<file path="src/rtl/caws_pkg.sv">
// ----------------------------------------------------------------------------
// caws_pkg: shared types, constants and helpers of the cave automaton step
// Sizes, register codes, queue entry and result records, window rules.
// ----------------------------------------------------------------------------
package caws_pkg;

	// Grid limits
	localparam int MAX_COLS   = 32;
	localparam int MAX_ROWS   = 4096;
	localparam int COL_AW     = $clog2(MAX_COLS);
	localparam int ROW_W      = 12;
	localparam int OUT_COL_W  = 6;

	// Configuration port
	localparam int CFG_IDX_W  = 2;
	localparam int CFG_DATA_W = 13;
	localparam int COLS_CFG_W = 6;
	localparam int ROWS_CFG_W = 13;
	localparam logic [CFG_IDX_W-1:0] REG_GRID_COLS = 2'd0;
	localparam logic [CFG_IDX_W-1:0] REG_GRID_ROWS = 2'd1;
	localparam logic [COLS_CFG_W-1:0] GRID_COLS_RST = 6'd32;
	localparam logic [ROWS_CFG_W-1:0] GRID_ROWS_RST = 13'd32;

	// Stream widths
	localparam int IN_TDATA_W  = 8;
	localparam int OUT_TDATA_W = 24;
	localparam int OUT_PAD_W   = OUT_TDATA_W - 1 - ROW_W - OUT_COL_W;

	// Queue between front and back
	localparam int QUEUE_DEPTH = 4;
	localparam int QUEUE_AW    = $clog2(QUEUE_DEPTH);

	// Window rule: wall when more than WALL_LIMIT of nine cells are walls
	localparam int WALL_LIMIT  = 4;
	localparam int BELOW_WALLS = 3;

	// One column of the window: bit 2 oldest row, bit 1 middle row, bit 0 newest row
	typedef logic [2:0] colvec_t;
	localparam colvec_t EDGE_COL = 3'b111;

	// Stored history of one column: bit 1 row before last, bit 0 last row
	typedef logic [1:0] hist_t;

	typedef struct packed {
		colvec_t             vec;
		logic [ROW_W-1:0]    row;
		logic [COL_AW-1:0]   col;
		logic                has_up;
		logic                row_end;
		logic                need_b;
		logic                last;
	} entry_t;

	typedef struct packed {
		logic                 wall;
		logic [ROW_W-1:0]     row;
		logic [OUT_COL_W-1:0] col;
		logic                 run_last;
		logic                 frame_done;
	} result_t;

	typedef enum logic [1:0] {
		BK_MAIN,
		BK_END,
		BK_FLUSH
	} bk_state_t;

	// Last column index for a written column count
	function automatic logic [COL_AW-1:0] col_limit(input logic [COLS_CFG_W-1:0] v);
		logic [COL_AW-1:0] res;
		if (v == '0) begin
			res = '0;
		end else if (v > COLS_CFG_W'(MAX_COLS)) begin
			res = COL_AW'(MAX_COLS - 1);
		end else begin
			res = COL_AW'(v - COLS_CFG_W'(1));
		end
		return res;
	endfunction

	// Last row index for a written row count
	function automatic logic [ROW_W-1:0] row_limit(input logic [ROWS_CFG_W-1:0] v);
		logic [ROW_W-1:0] res;
		if (v == '0) begin
			res = '0;
		end else if (v > ROWS_CFG_W'(MAX_ROWS)) begin
			res = ROW_W'(MAX_ROWS - 1);
		end else begin
			res = ROW_W'(v - ROWS_CFG_W'(1));
		end
		return res;
	endfunction

	// Next state of the middle cell, all three rows of the window known
	function automatic logic upper_wall(input colvec_t lc, input colvec_t mc,
	                                    input colvec_t rc);
		logic [3:0] n;
		n = '0;
		for (int i = 0; i < 3; i++) begin
			n = n + 4'(lc[i]) + 4'(mc[i]) + 4'(rc[i]);
		end
		return n > 4'(WALL_LIMIT);
	endfunction

	// Next state of a last-row cell: row below the grid counts as walls
	function automatic logic lower_wall(input colvec_t lc, input colvec_t mc,
	                                    input colvec_t rc);
		logic [3:0] n;
		n = 4'(BELOW_WALLS);
		for (int i = 0; i < 2; i++) begin
			n = n + 4'(lc[i]) + 4'(mc[i]) + 4'(rc[i]);
		end
		return n > 4'(WALL_LIMIT);
	endfunction

endpackage

</file>
<file path="src/rtl/caws_ram.sv">
// ----------------------------------------------------------------------------
// caws_ram: generic single-write, single-read RAM
// One write port, one read port with registered read data (read before write).
// ----------------------------------------------------------------------------
module caws_ram #(
	parameter int WIDTH = 2,
	parameter int DEPTH = 32
) (
	input  logic                     clk,
	input  logic                     we,
	input  logic [$clog2(DEPTH)-1:0] waddr,
	input  logic [WIDTH-1:0]         wdata,
	input  logic [$clog2(DEPTH)-1:0] raddr,
	output logic [WIDTH-1:0]         rdata
);

	logic [WIDTH-1:0] mem [DEPTH];

	// Write port
	always_ff @(posedge clk) begin
		if (we) begin
			mem[waddr] <= wdata;
		end
	end

	// Registered read port
	always_ff @(posedge clk) begin
		rdata <= mem[raddr];
	end

endmodule

</file>
<file path="src/rtl/caws_front.sv">
// ----------------------------------------------------------------------------
// caws_front: input side of the cave automaton step
// Holds configuration and raster position, keeps two rows of history per
// column in a line memory and turns each input item into a column record.
// ----------------------------------------------------------------------------
module caws_front (
	input  logic                                clk,
	input  logic                                arst_n,
	input  logic                                s_tvalid,
	output logic                                s_tready,
	input  logic                                wall_in,
	input  logic                                cfg_valid,
	output logic                                cfg_ready,
	input  logic [caws_pkg::CFG_IDX_W-1:0]      cfg_index,
	input  logic [caws_pkg::CFG_DATA_W-1:0]     cfg_data,
	output logic                                push,
	input  logic                                push_ready,
	output caws_pkg::entry_t                    push_entry,
	output logic [caws_pkg::COL_AW-1:0]         last_col,
	output logic [caws_pkg::ROW_W-1:0]          last_row
);

	logic [caws_pkg::COLS_CFG_W-1:0] grid_cols_q;
	logic [caws_pkg::ROWS_CFG_W-1:0] grid_rows_q;
	logic [caws_pkg::COL_AW-1:0]     col_q, col_d;
	logic [caws_pkg::ROW_W-1:0]      row_q, row_d;
	logic                            accept;
	logic                            cfg_wr, cfg_hit;
	logic                            row_end, frame_end;
	logic                            fwd_q;
	caws_pkg::hist_t                 fwd_data_q;
	caws_pkg::hist_t                 ram_rdata, hist, hist_wr;

	assign cfg_ready = 1'b1;
	assign cfg_wr    = cfg_valid && cfg_ready;
	assign cfg_hit   = cfg_wr && (cfg_index == caws_pkg::REG_GRID_COLS ||
	                              cfg_index == caws_pkg::REG_GRID_ROWS);

	// Configuration registers
	always_ff @(posedge clk or negedge arst_n) begin
		if (!arst_n) begin
			grid_cols_q <= caws_pkg::GRID_COLS_RST;
			grid_rows_q <= caws_pkg::GRID_ROWS_RST;
		end else if (cfg_wr) begin
			if (cfg_index == caws_pkg::REG_GRID_COLS) begin
				grid_cols_q <= cfg_data[caws_pkg::COLS_CFG_W-1:0];
			end else if (cfg_index == caws_pkg::REG_GRID_ROWS) begin
				grid_rows_q <= cfg_data[caws_pkg::ROWS_CFG_W-1:0];
			end
		end
	end

	assign last_col = caws_pkg::col_limit(grid_cols_q);
	assign last_row = caws_pkg::row_limit(grid_rows_q);

	assign s_tready  = push_ready;
	assign accept    = s_tvalid && s_tready;
	assign row_end   = col_q == last_col;
	assign frame_end = row_end && (row_q == last_row);

	// Advance the raster position
	always_comb begin
		col_d = col_q;
		row_d = row_q;
		if (cfg_hit) begin
			col_d = '0;
			row_d = '0;
		end else if (accept) begin
			if (frame_end) begin
				col_d = '0;
				row_d = '0;
			end else if (row_end) begin
				col_d = '0;
				row_d = row_q + caws_pkg::ROW_W'(1);
			end else begin
				col_d = col_q + caws_pkg::COL_AW'(1);
			end
		end
	end

	always_ff @(posedge clk or negedge arst_n) begin
		if (!arst_n) begin
			col_q <= '0;
			row_q <= '0;
		end else begin
			col_q <= col_d;
			row_q <= row_d;
		end
	end

	// Line memory: read the column of the next item ahead of time
	caws_ram #(
		.WIDTH ($bits(caws_pkg::hist_t)),
		.DEPTH (caws_pkg::MAX_COLS)
	) u_line (
		.clk   (clk),
		.we    (accept),
		.waddr (col_q),
		.wdata (hist_wr),
		.raddr (col_d),
		.rdata (ram_rdata)
	);

	// Forward a write that lands on the address read in the same cycle
	always_ff @(posedge clk or negedge arst_n) begin
		if (!arst_n) begin
			fwd_q <= 1'b0;
		end else begin
			fwd_q <= accept && (col_d == col_q);
		end
	end

	always_ff @(posedge clk) begin
		fwd_data_q <= hist_wr;
	end

	assign hist    = fwd_q ? fwd_data_q : ram_rdata;
	assign hist_wr = {hist[0], wall_in};

	// Build the column record; rows above the grid read as walls
	always_comb begin
		push_entry.vec     = {(row_q[caws_pkg::ROW_W-1:1] == '0) ? 1'b1 : hist[1],
		                      (row_q == '0) ? 1'b1 : hist[0],
		                      wall_in};
		push_entry.row     = row_q;
		push_entry.col     = col_q;
		push_entry.has_up  = (row_q != '0) && (col_q != '0);
		push_entry.row_end = row_end;
		push_entry.need_b  = row_end && (row_q != '0);
		push_entry.last    = frame_end;
	end

	assign push = accept;

endmodule

</file>
<file path="src/rtl/caws_queue.sv">
// ----------------------------------------------------------------------------
// caws_queue: short queue of column records between front and back
// Lets the input side keep taking items while the back side emits results.
// ----------------------------------------------------------------------------
module caws_queue (
	input  logic             clk,
	input  logic             arst_n,
	input  logic             push,
	output logic             push_ready,
	input  caws_pkg::entry_t push_entry,
	output logic             head_valid,
	input  logic             pop,
	output caws_pkg::entry_t head
);

	caws_pkg::entry_t              slots [caws_pkg::QUEUE_DEPTH];
	logic [caws_pkg::QUEUE_AW-1:0] wr_ptr_q, rd_ptr_q;
	logic [caws_pkg::QUEUE_AW:0]   count_q;
	logic                          do_push, do_pop;

	assign push_ready = count_q != (caws_pkg::QUEUE_AW + 1)'(caws_pkg::QUEUE_DEPTH);
	assign head_valid = count_q != '0;
	assign do_push    = push && push_ready;
	assign do_pop     = pop && head_valid;
	assign head       = slots[rd_ptr_q];

	// Store entries
	always_ff @(posedge clk) begin
		if (do_push) begin
			slots[wr_ptr_q] <= push_entry;
		end
	end

	// Advance pointers and fill count
	always_ff @(posedge clk or negedge arst_n) begin
		if (!arst_n) begin
			wr_ptr_q <= '0;
			rd_ptr_q <= '0;
			count_q  <= '0;
		end else begin
			if (do_push) begin
				wr_ptr_q <= wr_ptr_q + caws_pkg::QUEUE_AW'(1);
			end
			if (do_pop) begin
				rd_ptr_q <= rd_ptr_q + caws_pkg::QUEUE_AW'(1);
			end
			if (do_push && !do_pop) begin
				count_q <= count_q + (caws_pkg::QUEUE_AW + 1)'(1);
			end else if (do_pop && !do_push) begin
				count_q <= count_q - (caws_pkg::QUEUE_AW + 1)'(1);
			end
		end
	end

endmodule

</file>
<file path="src/rtl/caws_back.sv">
// ----------------------------------------------------------------------------
// caws_back: result side of the cave automaton step
// Slides a three-column window over the column records, emits the cells of
// the row above, keeps the last row's next states and flushes them at frame end.
// ----------------------------------------------------------------------------
module caws_back (
	input  logic                         clk,
	input  logic                         arst_n,
	input  logic                         head_valid,
	input  caws_pkg::entry_t             head,
	output logic                         pop,
	input  logic [caws_pkg::COL_AW-1:0]  last_col,
	output logic                         out_valid,
	input  logic                         out_ready,
	output caws_pkg::result_t            out_res
);

	caws_pkg::bk_state_t          state_q, state_d;
	logic [caws_pkg::COL_AW-1:0]  cnt_q;
	caws_pkg::colvec_t            w1_q, w2_q;
	logic [caws_pkg::MAX_COLS-1:0] lo_q;
	logic                         out_valid_q;
	caws_pkg::result_t            out_q;
	logic                         ld, emit, done, flush_end;
	caws_pkg::result_t            res;
	caws_pkg::colvec_t            left_a, left_b;
	logic                         up_a, up_b, lo_a, lo_b;

	assign ld        = !out_valid_q || out_ready;
	assign flush_end = cnt_q == last_col;

	// Window for the cell left of the current column and for the row-end cell
	assign left_a = (head.col[caws_pkg::COL_AW-1:1] == '0) ? caws_pkg::EDGE_COL : w2_q;
	assign left_b = (head.col == '0) ? caws_pkg::EDGE_COL : w1_q;
	assign up_a   = caws_pkg::upper_wall(left_a, w1_q, head.vec);
	assign lo_a   = caws_pkg::lower_wall(left_a, w1_q, head.vec);
	assign up_b   = caws_pkg::upper_wall(left_b, head.vec, caws_pkg::EDGE_COL);
	assign lo_b   = caws_pkg::lower_wall(left_b, head.vec, caws_pkg::EDGE_COL);

	// Next state
	always_comb begin
		state_d = state_q;
		case (state_q)
			caws_pkg::BK_MAIN: begin
				if (head_valid && done) begin
					if (head.need_b) begin
						state_d = caws_pkg::BK_END;
					end else if (head.last) begin
						state_d = caws_pkg::BK_FLUSH;
					end
				end
			end
			caws_pkg::BK_END: begin
				if (done) begin
					state_d = head.last ? caws_pkg::BK_FLUSH : caws_pkg::BK_MAIN;
				end
			end
			caws_pkg::BK_FLUSH: begin
				if (done && flush_end) begin
					state_d = caws_pkg::BK_MAIN;
				end
			end
			default: state_d = caws_pkg::BK_MAIN;
		endcase
	end

	// Outputs per state: result to emit, step done, entry retired
	always_comb begin
		emit = 1'b0;
		done = 1'b0;
		pop  = 1'b0;
		res  = '0;
		case (state_q)
			caws_pkg::BK_MAIN: begin
				emit         = head_valid && head.has_up;
				res.wall     = up_a;
				res.row      = head.row - caws_pkg::ROW_W'(1);
				res.col      = caws_pkg::OUT_COL_W'(head.col - caws_pkg::COL_AW'(1));
				res.run_last = !head.need_b && !head.last;
				done         = head_valid && (!head.has_up || ld);
				pop          = done && !head.need_b && !head.last;
			end
			caws_pkg::BK_END: begin
				emit         = 1'b1;
				res.wall     = up_b;
				res.row      = head.row - caws_pkg::ROW_W'(1);
				res.col      = caws_pkg::OUT_COL_W'(head.col);
				res.run_last = !head.last;
				done         = ld;
				pop          = done && !head.last;
			end
			caws_pkg::BK_FLUSH: begin
				emit           = 1'b1;
				res.wall       = lo_q[cnt_q];
				res.row        = head.row;
				res.col        = caws_pkg::OUT_COL_W'(cnt_q);
				res.run_last   = flush_end;
				res.frame_done = flush_end;
				done           = ld;
				pop            = done && flush_end;
			end
			default: begin
				emit = 1'b0;
			end
		endcase
	end

	// State and flush counter
	always_ff @(posedge clk or negedge arst_n) begin
		if (!arst_n) begin
			state_q <= caws_pkg::BK_MAIN;
			cnt_q   <= '0;
		end else begin
			state_q <= state_d;
			if (state_q == caws_pkg::BK_FLUSH && done) begin
				cnt_q <= flush_end ? '0 : cnt_q + caws_pkg::COL_AW'(1);
			end
		end
	end

	// Shift the column window as each record retires
	always_ff @(posedge clk) begin
		if (pop) begin
			w2_q <= w1_q;
			w1_q <= head.vec;
		end
	end

	// Hold next states of the newest row for the frame-end flush
	always_ff @(posedge clk) begin
		if (state_q == caws_pkg::BK_MAIN && head_valid) begin
			if (head.col != '0) begin
				lo_q[head.col - caws_pkg::COL_AW'(1)] <= lo_a;
			end
			if (head.row_end) begin
				lo_q[head.col] <= lo_b;
			end
		end
	end

	// Output register
	always_ff @(posedge clk or negedge arst_n) begin
		if (!arst_n) begin
			out_valid_q <= 1'b0;
		end else if (ld) begin
			out_valid_q <= emit;
		end
	end

	always_ff @(posedge clk) begin
		if (ld && emit) begin
			out_q <= res;
		end
	end

	assign out_valid = out_valid_q;
	assign out_res   = out_q;

endmodule

</file>
<file path="src/rtl/cave_automaton_window_step.sv">
// ----------------------------------------------------------------------------
// cave_automaton_window_step: one generation of the cave cellular automaton
// Raster-order grid in, next-generation cells out with their coordinates.
// ----------------------------------------------------------------------------
// s_* takes one current cell per item (wall bit in tdata bit 0), row by row,
// columns ascending. m_* gives next-generation cells; tlast marks the final
// result an input item causes, tuser marks the grid's last cell. cfg_* writes
// grid_cols (index 0) or grid_rows (index 1); the user must write only while
// the block is idle, which the block does not enforce. Any such write restarts
// the frame at row 0, column 0. An item can be accepted every cycle while the
// queue has room. The first result it causes passes through the queue and the
// output register to m_tvalid. The back side handles each item in its main
// state, adds an end state on each row's last item from the second row on, and
// flushes the final row, one result per column, after the frame's last item;
// the four-entry queue absorbs short bursts, so input can continue meanwhile.
// Reset sets a 32 x 32 grid and position zero; the column history memory is
// not cleared, as every entry is written in a frame before it is read.
// With m_tready low the output register holds, the queue fills and s_tready
// drops once it is full.
// ----------------------------------------------------------------------------
module cave_automaton_window_step (
	input  logic                                 clk,
	input  logic                                 arst_n,
	input  logic                                 s_tvalid,
	output logic                                 s_tready,
	input  logic [caws_pkg::IN_TDATA_W-1:0]      s_tdata,   // [0] wall_in
	output logic                                 m_tvalid,
	input  logic                                 m_tready,
	output logic [caws_pkg::OUT_TDATA_W-1:0]     m_tdata,   // [0] wall_out, [12:1] out_row, [18:13] out_col
	output logic                                 m_tlast,
	output logic                                 m_tuser,   // [0] frame_done
	input  logic                                 cfg_valid,
	output logic                                 cfg_ready,
	input  logic [caws_pkg::CFG_IDX_W-1:0]       cfg_index,
	input  logic [caws_pkg::CFG_DATA_W-1:0]      cfg_data
);

	logic                         push, push_ready;
	caws_pkg::entry_t             push_entry;
	logic                         head_valid, pop;
	caws_pkg::entry_t             head;
	logic [caws_pkg::COL_AW-1:0]  last_col;
	logic [caws_pkg::ROW_W-1:0]   last_row;
	caws_pkg::result_t            res;

	// Accept items and build column records
	caws_front u_front (
		.clk        (clk),
		.arst_n     (arst_n),
		.s_tvalid   (s_tvalid),
		.s_tready   (s_tready),
		.wall_in    (s_tdata[0]),
		.cfg_valid  (cfg_valid),
		.cfg_ready  (cfg_ready),
		.cfg_index  (cfg_index),
		.cfg_data   (cfg_data),
		.push       (push),
		.push_ready (push_ready),
		.push_entry (push_entry),
		.last_col   (last_col),
		.last_row   (last_row)
	);

	// Decouple front and back
	caws_queue u_queue (
		.clk        (clk),
		.arst_n     (arst_n),
		.push       (push),
		.push_ready (push_ready),
		.push_entry (push_entry),
		.head_valid (head_valid),
		.pop        (pop),
		.head       (head)
	);

	// Evaluate windows and emit results
	caws_back u_back (
		.clk        (clk),
		.arst_n     (arst_n),
		.head_valid (head_valid),
		.head       (head),
		.pop        (pop),
		.last_col   (last_col),
		.out_valid  (m_tvalid),
		.out_ready  (m_tready),
		.out_res    (res)
	);

	// Pack the result item
	assign m_tdata = {{caws_pkg::OUT_PAD_W{1'b0}}, res.col, res.row, res.wall};
	assign m_tlast = res.run_last;
	assign m_tuser = res.frame_done;

`ifndef SYNTHESIS
	// The grid's last cell always ends its run
	a_done_is_last: assert property (@(posedge clk) disable iff (!arst_n)
		m_tvalid && res.frame_done |-> res.run_last)
		else $error("frame_done without run_last");

	// The grid's last cell sits in the last column
	a_done_col: assert property (@(posedge clk) disable iff (!arst_n)
		m_tvalid && res.frame_done |-> res.col == caws_pkg::OUT_COL_W'(last_col))
		else $error("frame_done off the last column");

	// The grid's last cell sits in the last row
	a_done_row: assert property (@(posedge clk) disable iff (!arst_n)
		m_tvalid && res.frame_done |-> res.row == last_row)
		else $error("frame_done off the last row");
`endif

endmodule

</file>
<file path="config.mk">
export PLATFORM = sky130hd
export DESIGN_NAME = cave_automaton_window_step
export DESIGN_NICKNAME = d
export VERILOG_FILES = /design/src/rtl/caws_pkg.sv /design/src/rtl/caws_ram.sv /design/src/rtl/caws_front.sv /design/src/rtl/caws_queue.sv /design/src/rtl/caws_back.sv /design/src/rtl/cave_automaton_window_step.sv
export SDC_FILE = /design/constraint.sdc
export NUM_CORES = 1
export LEC_CHECK = 0
export ABC_AREA = 1
export BUFFER_PORTS_ARGS = -buffer_cell sky130_fd_sc_hd__buf_2
export CAP_MARGIN = 20
export CORE_MARGIN = 1
export CORE_UTILIZATION = 32
export DETAILED_ROUTE_END_ITERATION = 12
export SLEW_MARGIN = 20
export SYNTH_ARGS = -nofsm -noshare
export SYNTH_HDL_FRONTEND = slang
export SYNTH_SLANG_ARGS = --single-unit
</file>
<file path="constraint.sdc">
create_clock -name clk -period 6 [get_ports clk]
set_clock_uncertainty 0.2 [all_clocks]
set_input_delay 0.3 -clock clk [delete_from_list [all_inputs] [get_ports clk]]
set_output_delay 0.3 -clock clk [all_outputs]
set_load 0.05 [all_outputs]
</file>
Word level (Yosys, flattened, before mapping)
Memory sizes are Yosys's and may differ from the RTL's. A register that Yosys moved wholly into a read port is not among the register bits.
Cells that the tools add are included.
W data, S select, Z words.
- memory bits (writable): 160
- bits in latches: 0
- register bits after elaboration: 113
- ROM bits: 0
- input bits: 28
- output and inout port bits: 29
- word-level logic and storage cells: 185
- memories: 2
- equality and inequality tests: 12
- order comparisons: 11
- multipliers: 0
- multiplexer cells: 46
- $add $sub $neg: 40
- bitwise logic cells: 1
- shift-type cells: 0
- divide/modulo/power cells: 0
- reduce and logical (&&, ||, !) cells: 53
- memories (name ; words ; width ; rd ports ; clocked after Yosys merged registers in ; write ports ; RTL line ; RTL):
    u_queue.slots ; 4 ; 24 ; 1 ; 0 ; 1 ; caws_queue.sv:16 ; caws_pkg::entry_t slots [caws_pkg::QUEUE_DEPTH];
    u_front.u_line.mem ; 32 ; 2 ; 1 ; 1 ; 1 ; caws_ram.sv:17 ; logic [WIDTH-1:0] mem [DEPTH];
- operators by type and width (cell ; count):
    $mux W32 ; 3
    $add A4 B1 Y4 ; 19
    $mux W12 ; 6
    $bwmux W32 ; 2
    $pmux W20 S3 ; 1
    $mux W5 ; 7
    $logic_and A1 B1 Y1 ; 24
    $sub A12 B1 Y12 const B ; 2
    $add A4 B1 Y4 const B ; 5
    $lt A5 B6 Y1 const B ; 3
    $gt A4 B3 Y1 const B ; 4
    $eq A5 B5 Y1 ; 3
    $mux W2 ; 7
    $gt A13 B13 Y1 const B ; 1
    $logic_not A13 Y1 ; 1
    $add A12 B1 Y12 const B ; 1
    $eq A12 B12 Y1 ; 1
    $logic_not A12 Y1 ; 1
    $mux W3 ; 4
    $reduce_bool A12 Y1 ; 1
    $logic_not A11 Y1 ; 1
    $add A5 B1 Y5 const B ; 2
    $demux W1 S5 ; 2
    $ge A5 B1 Y1 const B ; 2
    other kinds (32) ; 60

Longest topological paths before layout
Gate-level depths: netlist (run 1).
An unclocked memory read counts as a cell.
- word-level depth: 15
- gate-level depth with buffers: 23

By module
From an unflattened synthesis (run 1), not the netlist that was laid out.
- cell total of the unflattened synthesis: 1828
- area total of the unflattened synthesis: 15929.0 µm²
- modules (own cells, without submodules) (module ; instances ; cells each ; area an instance (µm²)):
    caws_back ; 1 ; 765 ; 5600.4
    caws_queue ; 1 ; 339 ; 4408.0
    caws_front ; 1 ; 449 ; 2972.9
    caws_ram ; 1 ; 269 ; 2906.5
    cave_automaton_window_step ; 1 ; 6 ; 41.3

Worst setup path before layout (run 1)
OpenSTA, ideal clock, no wires.
- path kind: register -> register
- from: register u_queue.rd_ptr_q[0] in the netlist's numbering
- to: register u_back.out_q (netlist bit u_back.out_res[20]) (data pin)
- data required time: 5.530 ns
- arrival time: 4.287 ns
- setup time: 0.270 ns
- setup slack: 1.242 ns
- stages on the path, launching flop included: 19
- path through: dfrtp_1 > inv_2 > buf_6 > buf_2 > buf_4 > buf_2 > nand2_1 > a32oi_1 > inv_1 > fa_1 > fa_1 > inv_1 > fa_1 > ha_1 > fa_1 > nor2_1 > nor2_1 > o31ai_1 > a31oi_1
- RTL lines (what ; RTL line ; RTL):
    from (decl) ; caws_queue.sv:17 ; logic [caws_pkg::QUEUE_AW-1:0] wr_ptr_q, rd_ptr_q;
    from (signal assigned) ; caws_queue.sv:45 ; rd_ptr_q <= rd_ptr_q + caws_pkg::QUEUE_AW'(1);
    to (signal assigned) ; caws_back.sv:152 ; out_q <= res;
    to (decl) ; caws_back.sv:23 ; caws_pkg::result_t out_q;

==> reports/summary.txt, run 1 <==
Width of the die - 219 um
Initial antenna violation count - 0
Initial Utilization - 32.4%
WHS Path Cells - 1
Period Utilization, post-route - 90.9%
Xor/xnor share of the synthesized area - 2.02%
Vias - 11,477
First-pass GRT wire length - 59,800 um
WP data required - 6.09 ns
Count of different cell masters after synthesis - 59
DR WL met3 - 1900 um
Syn. warnings - 0
Setup Crit Path Kind - flip-flop to flip-flop
Final WL - 37,400 um
Worst skew pair latency - 0.57 ns
RSZ-0062 raised after global routing - false
Layout cell share with drive strength beyond 1 - 10.4%
Post-CTS sizing - 0
CTS tree - done
Setup Viol. Count Final - 0
Tot Pwr - 10.8 mW
Synth Area in Adders - 5.48%
Postcts setup bufs - 0
Filler Cells Inserted - 4,683
Worst r2r dst - u_back.out_res[20]
#FFs+latches synth - 275
Chip height - 219 um
Detailed placement HPWL - 25,500 um
CP Launch Type - flip-flop
Largest net degree at the start of global routing - 53
Met2 routed WL - 17,100 um
Final Hold Viols - 0
Most frequent cells in the layout - nand2_1 (350), edfxtp_1 (219), inv_1 (174), nor2_1 (174), nand3_1 (141)
Synth-to-Final Area Change - 14.0%
Fraction of registers with async set or reset after synthesis - 18.9%
Ys flop type - edfxtp_1
R2r setup slk - 0.55 ns
ANT cells - 0
Vias in the first global route - 11,122
Seq/Total Area, Yosys - 53.0%
Largest family of logic cells by synthesized area - simple AND/OR/NAND/NOR gates
Core area - 46,500 um2
Commonest non-fill, non-tap cell in the layout - nand2_1
MaxCap Viol Count - 0
CTS buffer count - 31
Compound-Gate Fraction of Synth Area - 8.40%
CP peak stage delay - 0.56 ns
Total Routing Usage GR - 15.7%
Mux cell area share after synthesis - 0.366%
Reg clk slew, reported paths - 0.06 ns
Hold Crit Start - s_tdata[0]
Std-Cell Rows - 79
Nets@finish - 1,775
Slew HR - 27.2%
Leak - 6.88 nW
Reg2Reg Depth - 20
Max Transition Viols Final - 0
Post-Synth Simple-Gate Area - 23.8%
Drt drc - 0
Critical Path Sink Type - flip-flop
Deepest clock path buffer count - 3
Placer's final routability congestion estimate - 0.877
ANT nets after route - 0
Die area - 47,800 um2
M1 WL - 17,600 um
Sink Count - 275
Vias per cell - 4.94
Overflow after GRT - 0
CP cell instances - inv_2, nand2_1, nand3_1, nand2_1, nand2_2, nor2_2, nor2_1, inv_2, ha_1, inv_1, fa_1, fa_1, inv_1, fa_1, ha_1, fa_1, nor2_1, nor2_1, o31ai_1, a31oi_1
Mean Syn Cell Area - 9.18 um2
CP Max Fanout - 25
Cell area after synthesis - 15,000 um2
Status - complete, no violations
Most Frequent Cell on Critical Path - fa_1
Top Ports - 57
Top Metal Used - met4
Wire per inst - 16.1 um
Power per Cell Area - 629 nW/um2
Root buffer cell - clkbuf_16
Hold Path End - u_front.fwd_data_q[0]
Worst-Margin Slew - 1.09 ns
Final min period - 5.45 ns
R2r startpoint - u_queue.rd_ptr_q[0]
Worst hold path type - input pin to flip-flop
Slowest cell on crit path - dfrtp_1
Post-synth EDFFs - 219
Data arrival, critical path - 5.54 ns
Drt pass-1 iters - 7
IO buf count - 43
Highest Clock Rate - 0.183 GHz
Initial DRC Count - 933
Clock H-tree levels - 1
Maximum vdd ir drop - 0.444 mV
Post-Route Setup TNS - 0 ns
Mapped Cells - 1,638
Cts hold-fix bufs - 17
area by class of cell:
class / instances / area, um2 / share of cell area, %
multi-input cells: 1114 / 6060 / 35.3
clock inverters: 17 / 245 / 1.43
flip-flops and latches: 275 / 7960 / 46.5
well taps: 607 / 759 / 4.43
clock buffers: 41 / 873 / 5.10
inverters: 189 / 712 / 4.16
repair buffers: 78 / 528 / 3.08
synthesized netlist by cell type, types with 3 or more instances:
| cell type | instances | area, um2 |
|---|---|---|
| o21ai_0 | 71 | 355 |
| a21oi_1 | 50 | 250 |
| nand3_1 | 141 | 706 |
| o211ai_1 | 14 | 105 |
| nor3_1 | 22 | 110 |
| o31ai_1 | 5 | 37.5 |
| nand2_2 | 9 | 56.3 |
| nand3b_1 | 34 | 255 |
| buf_2 | 16 | 80.1 |
| a32o_1 | 6 | 60.1 |
| nor2_2 | 6 | 37.5 |
| nor2_1 | 180 | 676 |
| mux2_2 | 4 | 45.0 |
| edfxtp_1 | 219 | 6580 |
| dfxtp_1 | 4 | 80.1 |
| or2_2 | 7 | 43.8 |
| clkbuf_1 | 30 | 113 |
| o221ai_1 | 3 | 26.3 |
| o311ai_1 | 3 | 26.3 |
| inv_2 | 12 | 45.0 |
| o22ai_1 | 11 | 68.8 |
| o21ai_1 | 19 | 95.1 |
| a211oi_1 | 4 | 30.0 |
| buf_4 | 15 | 113 |
| nand3_2 | 4 | 40.0 |
| nand2_1 | 350 | 1310 |
| a32oi_1 | 6 | 52.6 |
| inv_1 | 174 | 653 |
| xor2_1 | 25 | 219 |
| dfrtp_1 | 50 | 1250 |
| ha_1 | 45 | 563 |
| a31oi_1 | 14 | 87.6 |
| nand4_1 | 32 | 200 |
| nor2_4 | 3 | 33.8 |
| xnor2_1 | 6 | 52.6 |
| fa_1 | 13 | 260 |
power by group:
part           internal (mW)  switching [mW]  leakage (nW)
Sequential              2.80           0.294          2.67
Clock                   1.28           0.773         0.546
Combinational           1.67            3.95          3.67
worst max path at each step:
stage                     slack (ns)                 from                 end
after floorplan                 1.24  u_queue.rd_ptr_q[0]  u_back.out_res[20]
after global placement          0.68  u_queue.rd_ptr_q[0]  u_back.out_res[20]
after detailed placement        0.55  u_queue.rd_ptr_q[0]  u_back.out_res[20]
after CTS                       0.54  u_queue.rd_ptr_q[0]  u_back.out_res[20]
after global routing            0.14  u_queue.rd_ptr_q[0]  u_back.out_res[20]
final                           0.55  u_queue.rd_ptr_q[0]  u_back.out_res[20]
flip-flops by register name, indices dropped and copies added, names as in the netlist, 2 cells and up:
signal,count
u_front.u_line.rdata,2
u_front.col_q,5
u_queue.count_q,3
u_back.cnt_q,5
u_back.w1_q,3
u_front.grid_cols_q,6
u_queue.wr_ptr_q,2
u_queue.slots,96
u_back.w2_q,3
u_queue.rd_ptr_q,2
u_front.grid_rows_q,13
u_back.state_q,2
u_front.fwd_data_q,2
u_front.u_line.mem,64
u_back.lo_q,32
u_front.row_q,12
u_back.out_res,21
through the flow:
| stage | utilization [%] | instance area (um2) | std cells | hold WS [ns] | worst slack, ns |
|---|---|---|---|---|---|
| 2_1_floorplan | - | 15000 | 1642 | -0.196 | 1.24 |
| 3_3_place_gp | 34.1 | 15800 | 2245 | 0.273 | 0.682 |
| 3_5_place_dp | 34.1 | 15800 | 2245 | 0.277 | 0.550 |
| 4_1_cts | 36.8 | 17100 | 2320 | 0.0268 | 0.538 |
| 5_1_grt | 36.9 | 17100 | 2321 | 0.0686 | 0.140 |
| 6_report | 36.9 | 17100 | 2321 | 0.0409 | 0.547 |
worst max-delay path, delay by kind of cell, from the launching register on:
kind	cells	cell delay, ns
flip-flops	1	0.56
adder cells (fa/ha/maj)	6	2.36
buffers and inverters	4	0.59
AO/OA/AOI/OAI	2	0.36
AND/OR/NAND/NOR	8	1.07
logic make-up after synthesis:
family / after synthesis
muxes: 5
adders and majority gates: 58
and+or+nand+nor: 798
DFF: 275
xor gates and xnor gates: 33
other: 2
AOI/OAI and AO/OA: 214
buffers and inverters: 253
per-layer routing:
layer / vias to the layer above / track usage [%]
met5: - / 0
met4: 0 / 3.91
met3: 51 / 2.10
met2: 299 / 25.5
met1: 5474 / 22.0
li1: 5653 / -
Power figures use the tool's default switching activity.
==> inputs of run 2 (changes only) <==
BUFFER_PORTS_ARGS = -buffer_cell sky130_fd_sc_hd__buf_4   (was -buffer_cell sky130_fd_sc_hd__buf_2)
PLACE_DENSITY_LB_ADDON = 0.1   (was default)
==> run 2 against run 1 <==
Compared with the run above: worst setup slack improved by 0.29 ns; global-route usage rose by 1.9 points; core utilization rose by 0.14 points.
==> reports/summary.txt, run 2 (synthesized netlist as in run 1, its figures left out) <==
Status - complete, no violations
Reg clk slew, reported paths - 0.05 ns
Drt pass-1 iters - 7
Synth-to-Final Area Change - 14.4%
Sink Count - 275
Critical Path Sink Type - flip-flop
Placement-stage cell area - 15,900 um2
Max Transition Viols Final - 0
Detailed placement HPWL - 27,300 um
Most frequent cells in the layout - nand2_1 (350), edfxtp_1 (219), inv_1 (174), nor2_1 (174), nand3_1 (141)
Dpl cells - 2,244
Slowest cell on crit path - clkinv_1
CTS buffer count - 34
WP data required - 6.07 ns
First-pass GRT wire length - 64,800 um
CP Depth - 16
Data arrival, critical path - 5.23 ns
Layout cell share with drive strength beyond 1 - 9.78%
Commonest non-fill, non-tap cell in the layout - nand2_1
Met2 routed WL - 18,500 um
ANT cells - 0
CP Max Fanout - 32
Final Hold Viols - 0
Worst skew pair latency - 0.54 ns
Post-Route Setup TNS - 0 ns
Most flops, register - u_queue.slots
Filler Cells Inserted - 4,778
Placer's final routability congestion estimate - 0.835
Worst r2r dst - u_back.lo_q[20]
Initial Utilization - 32.4%
Leak - 6.89 nW
Vias per cell - 4.91
Period Utilization, post-route - 86.1%
Total Routing Usage GR - 17.6%
Reg2Reg Depth - 16
Top Ports - 57
Root buffer cell - clkbuf_16
CP peak stage delay - 0.61 ns
Setup crit start - u_queue.rd_ptr_q[1]
Overflow after GRT - 0
DR WL met3 - 1390 um
Worst hold path type - input pin to flip-flop
Final min period - 5.16 ns
ANT nets after route - 0
RSZ-0062 raised after global routing - false
Finished Cell Area - 17,200 um2
CP endpoint - u_back.lo_q[20]
CP Launch Type - flip-flop
Wire per inst - 17.5 um
IO buf count - 43
Power per Cell Area - 627 nW/um2
Core area - 46,500 um2
Setup Crit Path Kind - flip-flop to flip-flop
Std-Cell Rows - 79
Deepest clock path buffer count - 3
Worst-Margin Slew - 0.976 ns
Initial DRC Count - 626
Cts hold-fix bufs - 19
Drt drc - 0
Die area - 47,800 um2
Setup Viol. Count Final - 0
Nets@finish - 1,778
Vias in the first global route - 11,266
Final WL - 40,700 um
Width of the die - 219 um
Post-CTS sizing - 0
Largest net degree at the start of global routing - 53
Crit path max-delay family - buffers and inverters
Vias - 11,412
R2r setup slk - 0.84 ns
Slew HR - 34.7%
CP Buf/Inv Count - 6
Highest Clock Rate - 0.194 GHz
R2r startpoint - u_queue.rd_ptr_q[1]
M1 WL - 19,900 um
Chip height - 219 um
Most Frequent Cell on Critical Path - inv_1
CP cell instances - inv_2, buf_4, nand3_1, nand2_1, ha_1, inv_1, nor2_2, nor2_1, inv_1, fa_1, ha_1, fa_1, nor3_1, clkinv_1, o22ai_1, inv_1
Postcts setup bufs - 0
Max FFs per register - 96
CTS tree - done
Maximum vdd ir drop - 0.838 mV
Non-filler cells, final - 2,324
Initial antenna violation count - 0
Clock H-tree levels - 2
Top flop regs - u_queue.slots x96, u_front.u_line.mem x64, u_back.lo_q x32
MaxCap Viol Count - 0
Top Metal Used - met4
==> run 2: cell count changes in the layout (fill, tap and decap cells not counted), moves of 2 or more <==
cell / previous run / this run
buf_2: 43 / 0
buf_4: 17 / 59
bufinv_16: 6 / 2
clkbuf_1: 4 / 13
clkbuf_16: 31 / 35
clkbuf_8: 6 / 3
clkinv_1: 4 / 6
clkinv_2: 5 / 1
clkinvlp_4: 2 / 0
dlygate4sd3_1: 17 / 19
nor2_2: 12 / 10
nor2_4: 3 / 5
==> run 2: per-layer routing <==
layer | up-vias | track usage, %
met1 | 5482 | 24.6
met3 | 53 | 2.37
met5 | - | 0
met2 | 215 | 27.8
met4 | 0 | 5.95
li1 | 5662 | -
==> run 2: layout make-up <==
cell class / count / area, um2 / area share [%]
multi-input combinational: 1114 / 6070 / 35.3
timing repair buffer: 78 / 633 / 3.68
inverter: 189 / 712 / 4.14
tap: 607 / 759 / 4.42
clock inverter: 10 / 104 / 0.604
sequential: 275 / 7960 / 46.3
clock buffer: 51 / 966 / 5.62
==> run 2: power by group <==
part           switching [mW]  internal, mW
clock                   0.803          1.20
combinational            3.97          1.70
sequential              0.307          2.80
==> run 2: worst min-delay path: stages <==
cell,delay [ns]
buf_4,0.07
inv_1,0.03
nor2_1,0.07
buf_4,0.19
nor3_2,0.10
==> run 2: worst min-delay path by stage <==
stage	startpoint	end	slack, ns	cells past startpoint
2_1_floorplan	arst_n	u_back.cnt_q[0]	-0.20	0
3_3_place_gp	arst_n	u_front.row_q[7]	0.22	1
3_5_place_dp	arst_n	u_front.row_q[6]	0.23	1
4_1_cts	cfg_valid	u_front.col_q[4]	0.06	5
5_1_grt	cfg_valid	u_front.col_q[4]	0.12	5
6_report	cfg_valid	u_front.col_q[4]	0.09	5
==> run 2: through the flow <==
| stage | hold WS [ns] | power (mW) | util [%] | setup WS (ns) |
|---|---|---|---|---|
| after global placement | 0.224 | 8.80 | 34.3 | 0.765 |
| after detailed placement | 0.233 | 8.87 | 34.3 | 0.740 |
| after floorplan | -0.196 | 7.24 | - | 1.24 |
| after global routing | 0.117 | 11.8 | 37.0 | 0.425 |
| after CTS | 0.0611 | 10.9 | 37.0 | 0.733 |
| final | 0.0871 | 10.8 | 37.0 | 0.836 |
